==> config.mk <==
export PLATFORM = sky130hd
export DESIGN_NAME = assz_ctrl
export DESIGN_NICKNAME = d
export VERILOG_FILES = /design/src/rtl/assz_pkg.sv /design/src/rtl/assz_ctrl.sv
export SDC_FILE = /design/constraint.sdc
export NUM_CORES = 1
export LEC_CHECK = 0
export BUFFER_PORTS_ARGS = -buffer_cell sky130_fd_sc_hd__buf_4
export CAP_MARGIN = 20
export CELL_PAD_IN_SITES_DETAIL_PLACEMENT = 0
export CELL_PAD_IN_SITES_GLOBAL_PLACEMENT = 1
export CORE_MARGIN = 2
export CORE_UTILIZATION = 32
export DETAILED_ROUTE_END_ITERATION = 8
export PLACE_DENSITY = 0.69
export SLEW_MARGIN = 20
export SYNTH_ARGS = -nofsm -noshare
export SYNTH_HDL_FRONTEND = slang
export SYNTH_SLANG_ARGS = --single-unit
==> constraint.sdc <==
create_clock -name aclk -period 1.7 [get_ports aclk]
set_input_delay 0.085 -clock aclk [delete_from_list [all_inputs] [get_ports aclk]]
set_output_delay 0.085 -clock aclk [all_outputs]
set_load 0.02 [all_outputs]
==> src/rtl/assz_pkg.sv <==
// Shared package of the adaptive send-size selector.
// Holds default parameter values, reset constants, register indexes, the
// controller state type and the command and status structs. No dependencies.
package assz_pkg;

    localparam int BLOCK_BYTES_DEF = 4096;
    localparam int BUCKETS_DEF     = 32;
    localparam int AMP_SHIFT_DEF   = 10;

    localparam int CFG_IDX_W  = 2;
    localparam int CFG_DATA_W = 32;

    localparam logic [31:0] DEFAULT_RATE_RST = 32'd1000000;
    localparam logic [4:0]  AVG_SHIFT_RST    = 5'd3;
    localparam logic [15:0] PERIOD_RST       = 16'd64;

    localparam logic [63:0] TICKS_PER_SEC = 64'd10000000;
    localparam logic [63:0] SAT64         = 64'hFFFF_FFFF_FFFF_FFFF;

    typedef enum logic [CFG_IDX_W-1:0] {
        REG_DEFAULT_RATE  = 2'd0,
        REG_AVERAGE_SHIFT = 2'd1,
        REG_REBASE_PERIOD = 2'd2
    } cfg_reg_t;

    typedef enum logic [4:0] {
        OP_NONE,
        OP_LOAD,
        OP_CH_INIT,
        OP_CH_STEP,
        OP_CH_OUT,
        OP_UP_MUL0,
        OP_UP_MUL1,
        OP_UP_MAP,
        OP_UP_CMP,
        OP_DIV_FLOOR,
        OP_DIV_SAMPLE,
        OP_DIV_MOD,
        OP_CAP_DONE,
        OP_SMP_DONE,
        OP_BLEND,
        OP_RA_TOT,
        OP_PEAK_SET,
        OP_PEAK_BLEND,
        OP_FLOOR_DONE,
        OP_SWEEP
    } op_t;

    typedef enum logic [4:0] {
        ST_IDLE,
        ST_DISPATCH,
        ST_CH_INIT,
        ST_CH_SCAN,
        ST_CH_OUT,
        ST_UP_MUL0,
        ST_UP_MUL1,
        ST_UP_MAP,
        ST_UP_CMP,
        ST_CAP_START,
        ST_CAP_WAIT,
        ST_SMP_START,
        ST_SMP_WAIT,
        ST_BLEND,
        ST_CHECK,
        ST_MOD_WAIT,
        ST_RA_TOT,
        ST_RA_PEAK,
        ST_RB_PEAK,
        ST_FL_START,
        ST_FL_WAIT,
        ST_SWEEP
    } ctrl_state_t;

    typedef struct packed {
        op_t op;
    } dp_cmd_t;

    typedef struct packed {
        logic mode;
        logic fast;
        logic scan_go;
        logic out_free;
        logic map_go;
        logic rise;
        logic div_done;
        logic period_zero;
        logic count_eq;
        logic rem_zero;
        logic sweep_last;
    } dp_status_t;

endpackage

==> src/rtl/assz_ctrl.sv <==
// Controller state machine of the adaptive send-size selector.
// Sequences the datapath through dp_cmd_t and reads dp_status_t. Uses assz_pkg.
module assz_ctrl (
    input  logic                 aclk,
    input  logic                 aresetn,
    input  logic                 s_valid,
    output logic                 s_ready,
    output assz_pkg::dp_cmd_t    cmd,
    input  assz_pkg::dp_status_t status
);
    import assz_pkg::*;

    ctrl_state_t state_reg;
    ctrl_state_t state_next;

    always_ff @(posedge aclk) begin
        if (!aresetn) begin
            state_reg <= ST_IDLE;
        end else begin
            state_reg <= state_next;
        end
    end

    always_comb begin
        state_next = state_reg;
        cmd.op     = OP_NONE;
        s_ready    = 1'b0;
        case (state_reg)
            ST_IDLE: begin
                s_ready = 1'b1;
                if (s_valid) begin
                    cmd.op     = OP_LOAD;
                    state_next = ST_DISPATCH;
                end
            end
            ST_DISPATCH: begin
                state_next = status.mode ? ST_UP_MUL0 : ST_CH_INIT;
            end
            ST_CH_INIT: begin
                cmd.op     = OP_CH_INIT;
                state_next = status.fast ? ST_CH_OUT : ST_CH_SCAN;
            end
            ST_CH_SCAN: begin
                cmd.op = OP_CH_STEP;
                if (!status.scan_go) begin
                    state_next = ST_CH_OUT;
                end
            end
            ST_CH_OUT: begin
                cmd.op = OP_CH_OUT;
                if (status.out_free) begin
                    state_next = ST_IDLE;
                end
            end
            ST_UP_MUL0: begin
                cmd.op     = OP_UP_MUL0;
                state_next = ST_UP_MUL1;
            end
            ST_UP_MUL1: begin
                cmd.op     = OP_UP_MUL1;
                state_next = ST_UP_MAP;
            end
            ST_UP_MAP: begin
                cmd.op = OP_UP_MAP;
                if (!status.map_go) begin
                    state_next = ST_UP_CMP;
                end
            end
            ST_UP_CMP: begin
                cmd.op     = OP_UP_CMP;
                state_next = status.rise ? ST_CAP_START : ST_SMP_START;
            end
            ST_CAP_START: begin
                cmd.op     = OP_DIV_FLOOR;
                state_next = ST_CAP_WAIT;
            end
            ST_CAP_WAIT: begin
                if (status.div_done) begin
                    cmd.op     = OP_CAP_DONE;
                    state_next = ST_SMP_START;
                end
            end
            ST_SMP_START: begin
                cmd.op     = OP_DIV_SAMPLE;
                state_next = ST_SMP_WAIT;
            end
            ST_SMP_WAIT: begin
                if (status.div_done) begin
                    cmd.op     = OP_SMP_DONE;
                    state_next = ST_BLEND;
                end
            end
            ST_BLEND: begin
                cmd.op     = OP_BLEND;
                state_next = ST_CHECK;
            end
            ST_CHECK: begin
                if (status.period_zero) begin
                    state_next = ST_IDLE;
                end else if (status.count_eq) begin
                    state_next = ST_RA_TOT;
                end else begin
                    cmd.op     = OP_DIV_MOD;
                    state_next = ST_MOD_WAIT;
                end
            end
            ST_MOD_WAIT: begin
                if (status.div_done) begin
                    state_next = status.rem_zero ? ST_RB_PEAK : ST_IDLE;
                end
            end
            ST_RA_TOT: begin
                cmd.op     = OP_RA_TOT;
                state_next = ST_RA_PEAK;
            end
            ST_RA_PEAK: begin
                cmd.op     = OP_PEAK_SET;
                state_next = ST_FL_START;
            end
            ST_RB_PEAK: begin
                cmd.op     = OP_PEAK_BLEND;
                state_next = ST_FL_START;
            end
            ST_FL_START: begin
                cmd.op     = OP_DIV_FLOOR;
                state_next = ST_FL_WAIT;
            end
            ST_FL_WAIT: begin
                if (status.div_done) begin
                    cmd.op     = OP_FLOOR_DONE;
                    state_next = ST_SWEEP;
                end
            end
            ST_SWEEP: begin
                cmd.op = OP_SWEEP;
                if (status.sweep_last) begin
                    state_next = ST_IDLE;
                end
            end
            default: begin
                state_next = ST_IDLE;
            end
        endcase
    end

endmodule

==> reports/results.tsv, run 1 <==
stage	metric	value	unit
logic_synthesis	Post-Synthesis Cells	132	
timing	Fin. Hold Viols	0	
logic_synthesis	dominant cells by area after synthesis	dfxtp_1, nand2_1, mux2i_1	
place	hpwl dp	2172	µm
logic_synthesis	Mapped Area	880.8	µm²
cells_and_area	Non-Filler Instances	211	
timing	RSZ-0062 raised after global routing	true	
detailed_routing	1st-pass router iterations	4	
logic_synthesis	post-synthesis register bit count	5	
logic_synthesis	number of flops mapped to enable cells by yosys	0	
worst_setup_path	Critical Path Sink Type	output port	
worst_setup_path	critical path's slowest cell	dfxtp_4	
place	Placed Instance Area	0.001214	mm²
logic_synthesis	ys async rst share	0	%
timing	final setup fails	0	
clock_network	CTS Sinks	5	
floorplan	Initial Util	32.79	%
cells_and_area	commonest cells after routing, fill and taps aside	buf_4, nand2_1, nor2_1	
cells_and_area	nets	195	
worst_setup_path	CP peak stage delay	0.40	ns
cells_and_area	area delta synth->final	58.52	%
timing	PnR worst setup slack	0.01616	ns
worst_setup_path	r2r endpoint	state_reg[2]$_SDFFE_PN0P_	
global_routing	initial antenna violation count	0	
worst_setup_path	most frequent CP cell	buf_4	
clock_network	Hold-fix buffers, CTS	0	
detailed_routing	drt via density	5.540	
worst_setup_path	flop-to-flop setup slack	0.07	ns
cells_and_area	commonest non-fill, non-tap cell in the layout	buf_4	
floorplan	Die Height	56.47	µm
timing	Period Utilization, post-route	99.05	%
worst_setup_path	reg2reg start	state_reg[2]$_SDFFE_PN0P_	
timing	min cycle time layout	1.684	ns
worst_setup_path	critical path type	reg -> out	
power	peak supply drop	0.0009242	V
place	Place WS	0.003105	ns
worst_setup_path	Setup crit end	cmd[0]	
run	Max-Cap Viols	0	
clock_network	CTS tree	built	
place	# port buffers	19	
cells_and_area	ratio of cells with drive above 1 in the final layout	45.00	%
status	outcome	completed	
worst_setup_path	critical path startpoint	state_reg[0]$_SDFFE_PN0P_	
clock_network	clock root buffer	clkbuf_4	
floorplan	width of the die	56.47	µm
logic_synthesis	yosys warns	0	
worst_setup_path	critical path fanouts, max	9	
logic_synthesis	ys flop type	dfxtp_1	
clock_network	H-tree levels	1	
detailed_routing	drt wl/cell	14.26	µm
floorplan	die area	0.003188	mm²
timing	Max Slew Vio Count	0	
timing	max_slew headroom	74.12	%
timing	clock skew	0.007526	ns
power	Leak Pwr	0.6153	nW
clock_network	Clk Latency, worst-skew pair	0.25	ns
global_routing	first-pass GRT wire length	4712	µm
worst_setup_path	critical path data arrival time	1.60	ns
hold_path	Hold Crit Class	in -> reg	
worst_setup_path	Startpoint Class	register	
worst_setup_path	Critical Path RT	1.62	ns
logic_synthesis	syn nets	146	
detailed_routing	antenna-violating nets left	0	
detailed_routing	Initial DRC Count	37	
logic_synthesis	Seq/Total Area, Yosys	11.36	%
global_routing	overall fraction of global-route tracks in use	18.07	%
worst_setup_path	crit path cell chain	and2b_1, buf_4, a21oi_1, nor3_1, a211o_1, buf_4	
timing	WHS	0.1176	ns
logic_synthesis	Distinct cells, synth	41	
floorplan	number of placement rows	19	
cells_and_area	post-layout util	51.98	%
logic_synthesis	Syn Area/Cell	6.673	µm²
timing	Max Clock Freq	593.9	MHz
cells_and_area	fin area	0.001396	mm²
place	Placer Congestion	0.8233	
worst_setup_path	worst reg2reg path depth	8	
clock_network	Max Root-Sink Buffers	2	
detailed_routing	DRC viols	0	
cells_and_area	max FFs per register	5	
global_routing	number of global-route vias before repair	1017	
global_routing	largest net degree at the start of global routing	17	
floorplan	core area	0.002686	mm²
logic_synthesis	area leader, netlist	dfxtp_1	
global_routing	gr ovfl total	0	
clock_network	CTS Buf Count	3	
logic_synthesis	post-synth top area share	11.36	%
floorplan	# IOs	20	
place	Post-Place Cells	198	
timing	Least-Margin Pin Slew	0.3849	ns
power	P per Cell Area	1316	mW/mm²
detailed_routing	via count	1169	
cells_and_area	n_diodes	0	
clock_network	Clock transition at path regs	0.05	ns
detailed_routing	drt total wl	3009	µm
layout make-up:
cell class | count | area [µm²]
multi-input cells | 110 | 742.0
inverters | 4 | 15.01
fillers | 263 | 1290
well taps | 31 | 38.79
flip-flops and latches | 5 | 113.9
repair buffers | 57 | 460.4
clock buffers | 4 | 26.28
kinds of logic after synthesis:
logic type	Yosys count	share of synthesized area [%]
multiplexers	6	6.960
AND/OR/NAND/NOR	61	34.80
AO/OA/AOI/OAI	40	33.24
XOR/XNOR	3	2.983
buffers and inverters	17	10.65
flip-flops	5	11.36
how the worst min path moves through the flow:
stage	startpoint	to	slack, ns	cells after the start
5_1_grt	aresetn	state_reg[4]$_SDFFE_PN0P_	0.13	2
3_5_place_dp	aresetn	state_reg[4]$_SDFFE_PN0P_	0.37	2
3_3_place_gp	aresetn	state_reg[4]$_SDFFE_PN0P_	0.35	2
2_1_floorplan	aresetn	state_reg[4]$_SDFFE_PN0P_	0.21	1
4_1_cts	aresetn	state_reg[4]$_SDFFE_PN0P_	0.12	2
6_report	aresetn	state_reg[4]$_SDFFE_PN0P_	0.12	2
layer usage:
| layer | up-vias | part of all wire (%) | wire [µm] | track usage (%) |
|---|---|---|---|---|
| met5 | - | 0 | 0 | 0 |
| met1 | 536 | 47 | 1414 | 26.64 |
| met2 | 42 | 46 | 1399 | 27.08 |
| met3 | 6 | 4.8 | 145 | 1.613 |
| met4 | 0 | 1.6 | 49 | 6.463 |
| li1 | 585 | - | - | - |
per-stage QoR:
stage / total power [mW] / setup TNS, ns
3_3_place_gp: 1.454 / -0.01326
5_1_grt: 1.965 / -0.08681
6_report: 1.837 / 0
2_1_floorplan: 0.9661 / 0
4_1_cts: 1.646 / -0.02021
3_5_place_dp: 1.449 / 0
what timing repair did:
| item | 4_1_cts | 5_1_grt |
|---|---|---|
| endpoints found under the setup margin | 5 | 8 |
| resized for setup | 14 | 15 |
| pin swaps | 2 | 8 |
| buffers inserted | 2 | 7 |
power breakdown:
part / internal, mW / switching [mW] / leakage [nW]
Sequential: 0.158 / 0.0588 / 0.0438
Combinational: 0.764 / 0.713 / 0.556
Clock: 0.0890 / 0.0539 / 0.0150
synthesized netlist by cell type, types with 2 or more instances:
| cell | number |
|---|---|
| o22ai_1 | 2 |
| a211o_1 | 2 |
| xor2_1 | 3 |
| nand2b_1 | 5 |
| dfxtp_1 | 5 |
| buf_4 | 2 |
| mux2i_1 | 5 |
| a32o_1 | 2 |
| buf_6 | 2 |
| buf_2 | 6 |
| buf_1 | 2 |
| nor2_1 | 10 |
| nand3_1 | 4 |
| a32oi_1 | 2 |
| o31ai_1 | 6 |
| o21ai_0 | 7 |
| nand2_1 | 19 |
| nor3_1 | 10 |
| or3_1 | 2 |
| a21oi_1 | 6 |
| a221oi_1 | 3 |
| nor2b_1 | 4 |
| inv_1 | 4 |
| a31oi_1 | 2 |
critical path: cells and delay by family, from the launching register on:
kind	cells	cell delay (ns)
compound gates	2	0.37
simple gates	2	0.28
flops	1	0.40
buf+inv	2	0.30
No activity file was read; power rests on OpenSTA's default activity.
==> run 2: changes to the inputs <==
Settings changed: CTS_BUF_LIST set to sky130_fd_sc_hd__clkbuf_2 sky130_fd_sc_hd__clkbuf_4 sky130_fd_sc_hd__clkbuf_8.
==> run 2 against run 1 <==
  * The flow now finishes with violations (setup timing)
  * Sequential power about the same
  * Via count fell by 1.7%
  * Register-to-register slack hardly changed
  * Die area unchanged
  * Worst setup slack lost 0.017 ns
  * Critical endpoint is now cmd[3]
==> reports/results.tsv, run 2 (synthesized netlist as in run 1, its figures left out) <==
stage	metric	value	unit
status	outcome	finished, violations left	
status	failing checks	setup timing	
detailed_routing	drt total wl	3006	µm
floorplan	width of the die	56.47	µm
timing	max_slew headroom	76.79	%
detailed_routing	DRC viols	0	
floorplan	# IOs	20	
clock_network	Clock transition at path regs	0.04	ns
cells_and_area	commonest non-fill, non-tap cell in the layout	buf_4	
worst_setup_path	critical path fanouts, max	9	
run	Max-Cap Viols	0	
timing	Max Slew Vio Count	0	
worst_setup_path	critical path data arrival time	1.62	ns
detailed_routing	Initial DRC Count	38	
global_routing	initial antenna violation count	0	
clock_network	clock root buffer	clkbuf_4	
power	P per Cell Area	1334	mW/mm²
power	Comb power frac	79.6	%
global_routing	largest net degree at the start of global routing	17	
timing	Period Utilization, post-route	100.1	%
floorplan	Die Height	56.47	µm
detailed_routing	drt wl/cell	14.25	µm
cells_and_area	Non-Filler Instances	211	
cells_and_area	ratio of cells with drive above 1 in the final layout	44.44	%
floorplan	Initial Util	32.79	%
worst_setup_path	Top delay family on crit path	buffers and inverters	
floorplan	die area	0.003188	mm²
power	Net Sw Frac	44.70	%
worst_setup_path	Critical Path Sink Type	output port	
cells_and_area	n_diodes	0	
timing	Least-Margin Pin Slew	0.3452	ns
timing	RSZ-0062 raised after global routing	true	
detailed_routing	1st-pass router iterations	4	
place	hpwl dp	2172	µm
floorplan	core area	0.002686	mm²
detailed_routing	via count	1149	
power	peak supply drop	0.0009078	V
worst_setup_path	critical path type	reg -> out	
detailed_routing	drt via density	5.445	
global_routing	first-pass GRT wire length	4719	µm
timing	min cycle time layout	1.701	ns
clock_network	Hold-fix buffers, CTS	0	
cells_and_area	max FFs per register	5	
timing	final setup fails	1	
timing	clock skew	0.007211	ns
timing	PnR worst setup slack	-0.001320	ns
cells_and_area	nets	195	
power	Leak Pwr	0.6278	nW
clock_network	H-tree levels	1	
worst_setup_path	critical path's slowest cell	dfxtp_2	
worst_setup_path	Critical Path RT	1.62	ns
hold_path	Hold Crit Class	in -> reg	
worst_setup_path	CP bufs+invs	3	
power	Switching Power	0.8319	mW
timing	Max Clock Freq	587.8	MHz
global_routing	overall fraction of global-route tracks in use	18.21	%
cells_and_area	post-layout util	51.93	%
place	Placer Congestion	0.8233	
worst_setup_path	Startpoint Class	register	
cells_and_area	area delta synth->final	58.38	%
worst_setup_path	crit path cell chain	buf_12, buf_8, and2_1, nand4_1, o21ai_2, nor2_1, o21ai_0, buf_4	
floorplan	number of placement rows	19	
clock_network	Clk Latency, worst-skew pair	0.26	ns
place	# port buffers	19	
cells_and_area	commonest cells after routing, fill and taps aside	buf_4, nand2_1, nor2_1, nor3_1, o21ai_0	
power	Clk pwr share	8.8	%
clock_network	CTS Sinks	5	
clock_network	CTS Buf Count	3	
global_routing	number of global-route vias before repair	1017	
global_routing	gr ovfl total	0	
detailed_routing	antenna-violating nets left	0	
clock_network	CTS tree	built	
place	Post-Place Cells	198	
timing	Fin. Hold Viols	0	
clock_network	Max Root-Sink Buffers	2	
power	Seq pwr share	11.6	%
place	Place WS	0.003105	ns
power	Int Pwr	1.029	mW
worst_setup_path	CP peak stage delay	0.35	ns
[run 2: layout make-up]
cell class,instances,area (µm²)
repair buffers,57,460.4
flip-flops and latches,5,113.9
clock buffers,4,30.03
well taps,31,38.79
fillers,265,1291
multi-input cells,110,737.0
inverters,4,15.01
[run 2: final timing paths]
kind | startpoint | to | slack, ns | cells past startpoint
worst max-delay path | state_reg[2]$_SDFFE_PN0P_ | cmd[3] | -0.001 | 8
worst min-delay path | aresetn | state_reg[4]$_SDFFE_PN0P_ | 0.11 | 2
worst max register to register | state_reg[2]$_SDFFE_PN0P_ | state_reg[2]$_SDFFE_PN0P_ | 0.07 | 8
worst min register to register | state_reg[3]$_SDFFE_PN0P_ | state_reg[3]$_SDFFE_PN0P_ | 0.54 | 2
[run 2: metal layers]
metal  global-route usage (%)  vias to the layer above  routed length (µm)
met4                    7.483                        0                  68
met3                    1.613                        7                 110
li1                         -                      583                   -
met2                    27.08                       27                1357
met1                    26.64                      532                1469
met5                        0                        -                   0
[run 2: through the flow]
| stage | TNS, ns | power (mW) | hold WS [ns] | area, µm² |
|---|---|---|---|---|
| 2_1_floorplan | 0 | 0.9661 | 0.2108 | 880.8 |
| 3_3_place_gp | -0.01326 | 1.454 | 0.3483 | 1214 |
| 3_5_place_dp | 0 | 1.449 | 0.3690 | 1214 |
| 4_1_cts | -0.02452 | 1.665 | 0.1113 | 1290 |
| 5_1_grt | -0.1234 | 1.988 | 0.1281 | 1395 |
| 6_report | -0.001320 | 1.861 | 0.1116 | 1395 |
[run 2: timing repair]
action                                 in CTS  in global routing
pin swaps                                   3                  5
resized for setup                          14                 13
setup buffers                               2                  7
endpoints found under the hold margin       0                  0
setup endpoints to repair                   5                  8
[run 2: power by group through the flow]
stage,combinational (mW),sequential (mW),clock (mW)
after floorplan,0.798,0.168,0
after global placement,1.25,0.200,0
after detailed placement,1.25,0.201,0
after CTS,1.29,0.213,0.164
after global routing,1.60,0.221,0.165
final,1.48,0.216,0.163
==> run 3: changes to the inputs <==
Settings changed: CORE_MARGIN 2 to unset, CORE_UTILIZATION 32 to 39, PLACE_DENSITY 0.69 to 0.82.
==> run 3 against run 2 <==
  * The run still ends with setup timing left
  * Critical path depth shrank 1
  * Cell count shrank 0.47%
  * Sequential cell count is the same
  * Critical path type unchanged
  * Largest cell class unchanged
  * Largest power group unchanged
==> reports/results.tsv, run 3 (synthesized netlist as in run 1, its figures left out) <==
stage	metric	value	unit
status	outcome	finished, violations left	
status	failing checks	setup timing	
clock_network	H-tree levels	1	
place	Post-Place Cells	192	
worst_setup_path	critical path type	reg -> out	
clock_network	clock root buffer	clkbuf_4	
cells_and_area	ratio of cells with drive above 1 in the final layout	48.09	%
timing	Fin. Hold Viols	0	
worst_setup_path	Critical Path Sink Type	output port	
cells_and_area	commonest non-fill, non-tap cell in the layout	buf_4	
worst_setup_path	most frequent CP cell	buf_6	
timing	Max Clock Freq	585.8	MHz
cells_and_area	# fillers	158	
global_routing	first-pass GRT wire length	4843	µm
power	Clk pwr share	7.5	%
worst_setup_path	crit path cell chain	buf_6, nand2b_4, buf_6, o31ai_2, a32oi_1, o22ai_1, buf_4	
cells_and_area	Non-Filler Instances	210	
cells_and_area	nets	198	
timing	clock skew	0.001531	ns
cells_and_area	max FFs per register	5	
worst_setup_path	Top delay family on crit path	compound AO/OA/AOI/OAI gates	
detailed_routing	drt wl/cell	15.49	µm
cells_and_area	n_diodes	0	
floorplan	number of placement rows	16	
cells_and_area	commonest cells after routing, fill and taps aside	buf_4, nand2_1, nor2_1, nor3_1, o21ai_0	
power	Int Pwr	1.074	mW
floorplan	# IOs	20	
worst_setup_path	critical path fanouts, max	6	
worst_setup_path	Critical Path RT	1.62	ns
power	peak supply drop	0.0007040	V
clock_network	Max Root-Sink Buffers	2	
global_routing	gr ovfl total	0	
worst_setup_path	critical path's slowest cell	dfxtp_4	
run	Max-Cap Viols	0	
worst_setup_path	CP peak stage delay	0.37	ns
detailed_routing	antenna-violating nets left	0	
detailed_routing	DRC viols	0	
clock_network	Clk Latency, worst-skew pair	0.25	ns
clock_network	CTS Buf Count	3	
timing	PnR worst setup slack	-0.007014	ns
place	# port buffers	19	
timing	setup TNS	-0.007014	ns
power	Switching Power	0.9042	mW
floorplan	width of the die	49.53	µm
power	Net Sw Frac	45.72	%
global_routing	initial antenna violation count	0	
timing	Least-Margin Pin Slew	0.3430	ns
power	Final Power	1.978	mW
power	Comb power frac	81.4	%
floorplan	core area	0.002042	mm²
hold_path	Hold Crit Class	in -> reg	
place	hpwl dp	2114	µm
timing	final setup fails	1	
floorplan	die area	0.002453	mm²
global_routing	overall fraction of global-route tracks in use	25.21	%
worst_setup_path	critical path data arrival time	1.62	ns
clock_network	Clock transition at path regs	0.05	ns
detailed_routing	drt via density	5.843	
timing	Max Slew Vio Count	0	
place	Placer Congestion	0.8845	
global_routing	largest net degree at the start of global routing	19	
detailed_routing	Initial DRC Count	45	
clock_network	CTS Sinks	5	
floorplan	Die Height	49.53	µm
worst_setup_path	Startpoint Class	register	
timing	max_slew headroom	76.93	%
timing	min cycle time layout	1.707	ns
cells_and_area	area delta synth->final	67.76	%
power	Leak Pwr	0.6453	nW
detailed_routing	drt total wl	3252	µm
detailed_routing	via count	1227	
floorplan	Initial Util	43.14	%
clock_network	CTS tree	built	
power	Seq pwr share	11.1	%
timing	Period Utilization, post-route	100.4	%
worst_setup_path	CP bufs+invs	3	
timing	RSZ-0062 raised after global routing	true	
detailed_routing	1st-pass router iterations	4	
power	P per Cell Area	1338	mW/mm²
global_routing	number of global-route vias before repair	1106	
==> run 3: worst register-to-register path: stages, from the launching register on <==
cell and delay, ns:
dfxtp_4 0.36, buf_12 0.13, buf_4 0.13, or4_4 0.52, nand2_4 0.08, a21oi_4 0.07, a32o_1 0.24
==> run 3: through the flow <==
step                worst slack, ns  instance area, µm²  hold WS (ns)  util (%)
detailed placement         -0.01708                1206        0.3555     59.07
floorplan                    0.1490               880.8        0.2108         -
global route               -0.07469                1478        0.1059     72.37
finish                    -0.007014                1478       0.09769     72.37
CTS                        -0.02089                1292       0.08864     63.30
global placement            0.02023                1206        0.3420     59.07
==> run 3: final cells by class <==
type	count	area (µm²)	area share, %
Inverter	4	15.01	1.016
Tap cell	27	33.78	2.286
Timing Repair Buffer	60	505.5	34.21
Clock inverter	1	5.005	0.3387
Multi-Input combinational cell	110	777.0	52.58
Clock buffer	3	22.52	1.524
Sequential cell	5	118.9	8.044
==> run 3: worst paths after layout <==
path                                  start                   endpoint  slack (ns)  depth (start not counted)
hold / removal                      aresetn  state_reg[4]$_SDFFE_PN0P_         0.1                          2
hold reg to reg   state_reg[1]$_SDFFE_PN0P_  state_reg[1]$_SDFFE_PN0P_        0.64                          3
setup reg to reg  state_reg[1]$_SDFFE_PN0P_  state_reg[4]$_SDFFE_PN0P_        0.05                          6
setup / recovery  state_reg[0]$_SDFFE_PN0P_                     cmd[1]      -0.007                          7
==> run 3: power by group through the flow <==
stage,Combinational [mW],Clock [mW],Sequential [mW]
3_3_place_gp,1.23,0,0.206
3_5_place_dp,1.23,0,0.211
6_report,1.61,0.148,0.220
2_1_floorplan,0.798,0,0.168
4_1_cts,1.31,0.154,0.224
5_1_grt,1.72,0.161,0.224
==> run 3: per-layer routing <==
layer	vias up	share of wire [%]	GRT usage, %
met3	7	6.5	1.852
met4	0	1.7	12.86
met1	568	44	32.04
li1	588	-	-
met2	64	48	42.12
met5	-	0	0
==> run 3: what timing repair did <==
item | 4_1_cts | 5_1_grt
hold buffers | 0 | 0
gates resized for setup | 17 | 23
endpoints found under the setup margin | 8 | 9
setup buffers | 0 | 14
pin swaps | 3 | 6
